--- config.mk ---
export PLATFORM = sky130hd
export DESIGN_NAME = lpht_mod
export DESIGN_NICKNAME = d
export VERILOG_FILES = /design/src/design/lpht_pkg.sv /design/src/design/lpht_mod.sv
export SDC_FILE = /design/constraint.sdc
export NUM_CORES = 1
export LEC_CHECK = 0
export ABC_AREA = 1
export BUFFER_PORTS_ARGS = -buffer_cell sky130_fd_sc_hd__buf_2
export CAP_MARGIN = 20
export CORE_MARGIN = 3
export CORE_UTILIZATION = 39
export CTS_CLUSTER_DIAMETER = 60
export DETAILED_ROUTE_END_ITERATION = 16
export SYNTH_ARGS = -nofsm -noshare
export SYNTH_HDL_FRONTEND = slang
export SYNTH_SLANG_ARGS = --single-unit
--- constraint.sdc ---
create_clock -name clock -period 6.75 [get_ports clock]
set_clock_uncertainty 0.2 [all_clocks]
set_input_delay 0.3375 -clock clock [delete_from_list [all_inputs] [get_ports clock]]
set_output_delay 0.3375 -clock clock [all_outputs]
set_load 0.05 [all_outputs]
--- src/design/lpht_pkg.sv ---
`default_nettype none
package lpht_pkg;

   localparam int MAX_SLOTS_DEFAULT = 128;
   localparam int KEY_W             = 50;
   localparam int HANDLE_W          = 32;
   localparam int SIZE_W            = 8;
   localparam int OP_W              = 2;
   localparam int STATUS_W          = 2;
   localparam int SLOT_OUT_W        = 7;
   localparam int COUNT_OUT_W       = 8;
   localparam int MARK_W            = 2;
   localparam int KEY_CNT_W         = $clog2(KEY_W);

   localparam logic [SIZE_W-1:0] TABLE_SIZE_RESET = 8'd17;

   localparam logic [OP_W-1:0] OP_INSERT = 2'd0;
   localparam logic [OP_W-1:0] OP_SEARCH = 2'd1;
   localparam logic [OP_W-1:0] OP_DELETE = 2'd2;

   localparam logic [STATUS_W-1:0] STATUS_DONE = 2'd0;
   localparam logic [STATUS_W-1:0] STATUS_MISS = 2'd1;
   localparam logic [STATUS_W-1:0] STATUS_FULL = 2'd2;

   localparam logic [MARK_W-1:0] MARK_EMPTY = 2'd0;
   localparam logic [MARK_W-1:0] MARK_LIVE  = 2'd1;
   localparam logic [MARK_W-1:0] MARK_GONE  = 2'd2;

   localparam int            CSR_ADDR_W        = 3;
   localparam logic [2:0]    CSR_TABLE_SIZE    = 3'd0;

   typedef struct packed {
      logic [MARK_W-1:0]   mark;
      logic [KEY_W-1:0]    key;
      logic [HANDLE_W-1:0] handle;
   } slot_type;

endpackage
`default_nettype wire

--- src/design/lpht_mod.sv ---
`default_nettype none
module lpht_mod
   import lpht_pkg::*;
#(
   parameter int MAX_SLOTS = MAX_SLOTS_DEFAULT
) (
   input  wire logic                         clock,
   input  wire logic                         reset,
   input  wire logic                         start,
   input  wire logic [KEY_W-1:0]             dividend,
   input  wire logic [$clog2(MAX_SLOTS):0]   divisor,
   output logic                              done,
   output logic [$clog2(MAX_SLOTS)-1:0]      remainder
);

   localparam int SW = $clog2(MAX_SLOTS);
   localparam int NW = SW + 1;

   logic                 busy_ff;
   logic                 done_ff;
   logic [KEY_CNT_W-1:0] cnt_ff;
   logic [KEY_W-1:0]     dq_ff;
   logic [NW-1:0]        div_ff;
   logic [NW-1:0]        rem_ff;
   logic [NW:0]          trial;
   logic [NW:0]          diff;
   logic [NW-1:0]        rem_in;

   // One quotient bit a cycle, restoring form.
   always_comb begin
      trial  = {rem_ff, dq_ff[KEY_W-1]};
      diff   = trial - {1'b0, div_ff};
      rem_in = (trial >= {1'b0, div_ff}) ? diff[NW-1:0] : trial[NW-1:0];
   end

   always_ff @(posedge clock) begin
      if (reset) begin
         busy_ff <= 1'b0;
         done_ff <= 1'b0;
      end else begin
         done_ff <= 1'b0;
         if (start) begin
            busy_ff <= 1'b1;
         end else if (busy_ff && cnt_ff == KEY_CNT_W'(KEY_W - 1)) begin
            busy_ff <= 1'b0;
            done_ff <= 1'b1;
         end
      end
   end

   always_ff @(posedge clock) begin
      if (start) begin
         dq_ff  <= dividend;
         div_ff <= divisor;
         rem_ff <= '0;
         cnt_ff <= '0;
      end else if (busy_ff) begin
         dq_ff  <= {dq_ff[KEY_W-2:0], 1'b0};
         rem_ff <= rem_in;
         cnt_ff <= cnt_ff + 1'b1;
      end
   end

   assign done      = done_ff;
   assign remainder = rem_ff[SW-1:0];

endmodule
`default_nettype wire

## Yosys cells after proc, flatten, opt, wreduce, memory -nomap -nowiden

Cells that the tools add are included.

- Flip-flop bits (word level): 74
- Word-level logic and storage cells: 20

- $add $sub $neg: 2
- Magnitude comparators: 1
- Equal/unequal tests: 1
- Multiplexer cells: 6
- Reduce and logical (&&, ||, !) cells: 4

Operators with widths:

| cell | number |
|---|---|
| 2-to-1 mux 50 bit | 2 |
| >= comparator 9 x 8 -> 1 bit | 1 |
| 2-to-1 mux 8 bit | 1 |
| subtractor 8 bit | 1 |
| adder 6 x 1 -> 6 bit (second input constant) | 1 |
| equality test 6 bit (second input constant) | 1 |
| nonzero test 2 bit | 2 |
| 2-to-1 mux 1 bit | 3 |
| OR reduction 2 bit | 1 |
| logical AND 1 bit | 1 |

## Longest topological paths before layout

Gate-level depths: netlist of run 1.

- Word-level depth: 4
- Gate-level depth with buffers: 12

## Worst setup path before layout of run 1

OpenSTA, ideal clock, no wires.

- Path kind: input to register
- From: input port start
- To: register dq_ff[0], enable pin
- Arrival time: 1.618 ns
- Data required time: 6.145 ns
- Slack: 4.527 ns
- Cell stages on the path: 3
- Cells stage by stage: buf_2 -> nor2_2 -> inv_1

- Cells in the longest elaborated chain, start to end: 1

Ends and longest elaborated chain:

| item | RTL line | RTL |
|---|---|---|
| start: declaration | lpht_mod.sv:9 | `input wire logic start,` |
| nonzero test 2 bit (no source line) | - |  |
| end signal: assignment | lpht_mod.sv:53 | `dq_ff <= dividend;` |
| end signal: assignment | lpht_mod.sv:58 | `dq_ff <= {dq_ff[KEY_W-2:0], 1'b0};` |
| end: declaration | lpht_mod.sv:22 | `logic [KEY_W-1:0] dq_ff;` |

Every way passes these cells.
A chain may end at the register's enable or synchronous reset.

==> metrics.yaml, run 1 <==
status:
  status: "finished clean"
die:
  start_util_pct: 40.8
  core_sq_um: 8850
  die_area_sq_um: 10500
  rows: 34
  die_x_um: 102
  pin_count: 69
  die_y_um: 102
power_and_ir_drop:
  power.switching_mw: 0.252
  ir_drop_mv: 0.131
  switching_share_pct: 23.7
  p_leak_nw: 2.13
  seqPwrFrac_pct: 52.0
  p_comb_share_pct: 12.6
  power_density_nw_per_um2: 244
  power.share.clock_pct: 35.4
  internal_power_mw: 0.808
placed_design:
  port_buffers: 68
  dp_hpwl_mm: 4.81
  gp_congestion: 0.805
  placed_cell_area_sq_um: 3990
  dpl.cell_count: 563
synthesis:
  syn_avg_cell_area_sq_um: 8.92
  async_flop_share_pct: 0
  synth_edf_count: 58
  netlist_area_sq_um: 3610
  yosysMostFrequentCell: "nand2_1"
  yosysTopAreaCell: "edfxtp_1"
  yosys.area.top_type_share_pct: 48.2
  synth_cells: 405
  yosysSeqAreaShare_pct: 57.1
  synth_warnings: 0
  synth_area_leaders: "edfxtp_1, nand2_1, dfxtp_1"
  syn_nets: 477
  ys_types: 32
  yosys_most_used_dff: "edfxtp_1"
  ys_ff_latch: 74
  synth_common_cells: "nand2_1, edfxtp_1, inv_1, nand3_1, dfxtp_1"
cells_and_area:
  fillers: 884
  finalInstanceArea_sq_um: 4350
  area_growth_syn_to_layout_pct: 20.3
  finalNonFillerCells: 589
  diodes: 0
  layout-drive-gt1-share_pct: 20.4
  nets: 549
global_routing:
  antenna_found_initial: 0
  grt_util_all_layers_pct: 14.2
  grt_max_degree: 64
  overflow: 0
  grt_pass1_wl_mm: 11.7
  grt_pass1_vias: 2657
setup_path:
  path_common_cell: "nand2_1"
  cp_data_required_time_ps: 6830
  cp.arrival_ps: 1980
  crit_buf_inv: 3
  crit_fanout: 53
  start_kind: "input port"
  criticalPathCategory: "input port to register"
  cp_slowest_stage_delay_ps: 690
  crit_chain: "buf_2 -> inv_2 -> nand2_1 -> inv_1 -> nand3_1 -> nand2_1"
  cp_slowest_cell: "inv_2"
  end_kind: "register"
  r2r_start: "div_ff[6]$_DFFE_PP_"
  cp_top_family: "buffers and inverters"
  critPathLaunch: "start"
clocking:
  clk_pin_slew_worst_paths_ps: 80
  ctsLongestPathBuffers: 2
  cts_root_buf: "clkbuf_8"
  clock-sinks: 74
  cts_tree: "done"
  clk_latency_ps: 340
  cts_resized: 0
  htree_levels: 3
  cts_buffers: 9
route:
  vias: 2740
  wl_met1_mm: 3.38
  antenna_left: 0
  met3_length_um: 321
  dr_wl_met2_mm: 3.17
  wirelength_mm: 6.96
  avgViaCountPerCell: 4.65
  highest_layer: "met4"
  dr.pass1.iters: 4
  remaining_drc_errors: 0
  wl_per_cell_um: 11.8
  drtIter0Drc: 135
sta:
  worst_slew_pin_slew_ps: 825
  drv_slew: 0
  hold_viol: 0
  fin_setup_tns_ps: 0
  rsz0062_at_grt: "no"
  slew_headroom_pct: 45.0
  fin_crit_sh_pct: 28.2
  setup_viol: 0
  period_minus_slack_ps: 1900
  max_freq_mhz: 525
run:
  cap_violations: 0
worst_hold_path:
  worstHoldStart: "dividend[0]"
  hold_path_class: "input port to register"
worst register-to-register path, cell delays in order (launching register included):
cell      delay (ps)
edfxtp_1         330
inv_1             50
ha_1             380
nand2_2          100
nor2_1           170
nand3_1          140
nand4_4          170
nand3_1          120
nand3_1           80
nand2_1           50
final cells by class:
type | count | area, sq um | share of cell area (%)
Sequential cell | 74 | 2060 | 47.5
Clock buffer | 11 | 141 | 3.25
Clock inverter | 4 | 76.3 | 1.76
Multi-Input combinational cell | 281 | 1330 | 30.7
Tap cell | 108 | 135 | 3.11
Timing Repair Buffer | 79 | 478 | 11.0
Inverter | 32 | 120 | 2.76
logic make-up (layout without fill, tap and decap cells):
logic type	after synthesis	count (layout)	share of synthesized area, %
AOI/OAI and AO/OA	9	9	1.87
adders and majority gates	11	11	4.02
DFF	74	74	57.1
xor gates and xnor gates	4	4	0.970
buffers and inverters	50	126	5.99
and+or+nand+nor	257	257	30.0
registers in the layout (all words and copies together) (netlist names):
signal	count
busy_ff	1
div_ff	8
done	1
cnt_ff	6
dq_ff	50
rem_ff	8
power by group through the flow:
stage / Clock, mW / Combinational, mW / Sequential [mW]
floorplan: 0 / 0.0913 / 0.558
global placement: 0 / 0.126 / 0.562
detailed placement: 0 / 0.128 / 0.562
CTS: 0.383 / 0.132 / 0.552
global route: 0.402 / 0.154 / 0.555
finish: 0.375 / 0.133 / 0.551
layer usage:
| metal | vias up | GRT usage, % |
|---|---|---|
| li1 | 1440 | - |
| met1 | 1229 | 19.4 |
| met2 | 61 | 22.2 |
| met3 | 10 | 2.46 |
| met4 | 0 | 6.05 |
| met5 | - | 0 |
path summary, 6_finish.rpt:
check             slack [ps]  depth (start not counted)                     end
setup / recovery        4850                          6  rem_ff[7]$_SDFFE_PP0P_
hold / removal            50                          3  dq_ff[0]$_SDFFCE_PN0P_
setup reg to reg        4870                          9  rem_ff[7]$_SDFFE_PP0P_
hold reg to reg          300                          2  rem_ff[7]$_SDFFE_PP0P_
layout by cell type (no fill, tap or decap), types with 3 or more instances in the layout:
cell           Yosys  final
nor2_1            14     14
dlygate4sd3_1      0      9
xor2_1             3      3
nand3_1           20     20
nand2_2            4      4
ha_1              10     10
nand3b_1           6      6
buf_2              2     68
dfxtp_1           16     16
edfxtp_1          58     58
nand2_1          199    199
a21oi_1            3      3
inv_1             31     30
nor3_1             4      4
clkbuf_8           0     10
timing repair:
item                                   CTS  global route
buffers inserted                         0             0
endpoints found under the hold margin   10             0
hold buffers                             9             0
metrics by stage:
| step | hold WS, ps | power [mW] | setup slack [ps] | utilization, % |
|---|---|---|---|---|
| floorplan | 214 | 0.649 | 4530 | - |
| global placement | 291 | 0.687 | 3840 | 45.1 |
| detailed placement | 297 | 0.690 | 3810 | 45.1 |
| CTS | 34.2 | 1.07 | 4170 | 48.6 |
| global route | 55.3 | 1.11 | 4630 | 49.1 |
| finish | 48.8 | 1.06 | 4850 | 49.1 |
Note: power is estimated with default switching activity, not from simulation.
==> run 2, diff against run 1 <==
==> constraint.sdc (replaced) <==
create_clock -name clock -period 1.9 [get_ports clock]
set_clock_uncertainty 0.2 [all_clocks]
set_input_delay 0.095 -clock clock [delete_from_list [all_inputs] [get_ports clock]]
set_output_delay 0.095 -clock clock [all_outputs]
set_load 0.05 [all_outputs]
==> metrics.yaml, run 2 (same netlist as run 1, synthesis figures left out) <==
run:
  cap_violations: 0  # unchanged
power_and_ir_drop:
  p_comb_share_pct: 16.0  # +3.4 points
  switching_share_pct: 25.1  # +1.4 points
  ir_drop_mv: 0.347  # +160%
  internal_power_mw: 2.95  # +270%
  power.switching_mw: 0.990  # +290%
  p_leak_nw: 2.38  # +12%
  seqPwrFrac_pct: 49.7  # -2.3 points
  power_density_nw_per_um2: 780  # +220%
  power.share.clock_pct: 34.3  # -1.1 points
setup_path:
  cp_data_required_time_ps: 1940  # -4890 ps
  start_kind: "register"
  crit_fanout: 3  # -94%
  criticalPathCategory: "register to register"
  end_kind: "register"
  cp.arrival_ps: 1850  # -130 ps
cells_and_area:
  final_cell_mix: "nand2_1, buf_2, dlygate4sd3_1, edfxtp_1, inv_1"
  nets: 609  # +11%
  layout-drive-gt1-share_pct: 23.6  # +3.2 points
  top_register: "dq_ff"
  fillers: 801  # -9.4%
  regArea_sq_um: 2060  # about the same
  area_growth_syn_to_layout_pct: 40.1
  diodes: 0  # unchanged
  finalNonFillerCells: 650  # +10%
  largest_reg_flops: 50  # unchanged
  mostFrequentLayoutCell: "nand2_1"
  top_regs: "dq_ff (50), div_ff (8), rem_ff (8)"
  multi_input_area_sq_um: 1470  # +11%
worst_hold_path:
  hold_path_class: "input port to register"
die:
  die_x_um: 102  # unchanged
  rows: 34  # unchanged
  die_y_um: 102  # unchanged
  start_util_pct: 40.8  # unchanged
  pin_count: 69  # unchanged
  core_sq_um: 8850  # unchanged
  die_area_sq_um: 10500  # unchanged
placed_design:
  place_ws_ps: 35.3  # -3780 ps
  gp_congestion: 0.936  # +16%
  dp_hpwl_mm: 5.29  # +9.8%
  dpl.cell_count: 574  # +2.0%
  port_buffers: 68  # unchanged
route:
  antenna_left: 0  # unchanged
  remaining_drc_errors: 0  # unchanged
  dr.pass1.iters: 4  # unchanged
  wirelength_mm: 8.28  # +19%
  vias: 3017  # +10%
  avgViaCountPerCell: 4.64  # -0.22%
  wl_per_cell_um: 12.7  # +7.8%
  drtIter0Drc: 121  # -10%
global_routing:
  grt_pass1_vias: 2984  # +12%
  grt_util_all_layers_pct: 16.5  # +2.4 points
  antenna_found_initial: 0  # unchanged
  overflow: 0  # unchanged
  grt_max_degree: 44  # -31%
  grt_pass1_wl_mm: 13.5  # +15%
clocking:
  cts_buffers: 9  # unchanged
  htree_levels: 3  # unchanged
  clk_latency_ps: 340  # about the same
  clk_pin_slew_worst_paths_ps: 90  # about the same
  clock-sinks: 74  # unchanged
  cts_tree: "done"
  cts_root_buf: "clkbuf_8"
  ctsLongestPathBuffers: 2  # unchanged
status:
  status: "finished clean"
sta:
  max_freq_mhz: 551
  fin_ws_ps: 85.5  # -4760 ps
  setup_viol: 0  # unchanged
  drv_slew: 0  # unchanged
  fin_crit_sh_pct: 95.5
  slew_headroom_pct: 70.3  # +25 points
  hold_viol: 0  # unchanged
  worst_slew_pin_slew_ps: 445  # -380 ps
  fin_setup_tns_ps: 0  # unchanged
  period_minus_slack_ps: 1810
  rsz0062_at_grt: "yes"
[run 2: power groups by stage]
| stage | Sequential (mW) | Combinational (mW) | Clock (mW) |
|---|---|---|---|
| final | 1.96 | 0.630 | 1.35 |
| after global routing | 1.98 | 0.703 | 1.45 |
| after CTS | 1.96 | 0.581 | 1.38 |
| after detailed placement | 1.99 | 0.488 | 0 |
| after global placement | 1.99 | 0.476 | 0 |
| after floorplan | 1.98 | 0.327 | 0 |
[run 2: per-stage QoR]
step	hold WS [ps]	area [sq um]	total power, mW	utilization (%)
final	60.6	5060	3.94	57.2
after global routing	80.3	5060	4.13	57.2
after CTS	68.2	4910	3.92	55.5
after detailed placement	73.6	4110	2.48	46.4
after global placement	71.9	4110	2.47	46.4
after floorplan	-34.0	3620	2.31	-
[run 2: timing repair]
item                                    CTS  global route
hold endpoints to repair                 60             0
buffers inserted                          0             1
hold buffers                             59             0
resized for setup                         0            26
endpoints found under the setup margin    0             8
[run 2: path summary, 6_finish.rpt]
check	start	endpoint	slack (ps)	depth (start not counted)
max	div_ff[0]$_DFFE_PP_	rem_ff[4]$_SDFFE_PP0P_	90	8
min	start	cnt_ff[2]$_SDFFE_PP0P_	60	4
max reg2reg	div_ff[0]$_DFFE_PP_	rem_ff[4]$_SDFFE_PP0P_	90	8
min reg2reg	rem_ff[7]$_SDFFE_PP0P_	rem_ff[7]$_SDFFE_PP0P_	270	2
[run 2: worst max-delay path, stage by stage (launching register included)]
cell,delay (ps)
edfxtp_1,390
ha_2,220
fa_2,420
nor2_2,110
nor2_2,50
xor2_1,150
nand2_2,70
nand3_2,50
nand2_1,50
[run 2: per-layer routing]
| metal | GRT usage [%] | part of all wire (%) |
|---|---|---|
| met2 | 28.5 | 50 |
| met3 | 3.21 | 3.8 |
| met4 | 6.26 | 1.8 |
| met1 | 20.5 | 45 |
| met5 | 0 | 0 |
[run 2: final cells by class]
| class | count | area share (%) |
|---|---|---|
| flip-flops and latches | 74 | 40.8 |
| repair buffers | 139 | 20.7 |
| well taps | 108 | 2.67 |
| clock buffers | 10 | 2.52 |
| multi-input cells | 281 | 29.1 |
| inverters | 32 | 2.45 |
| clock inverters | 6 | 1.76 |
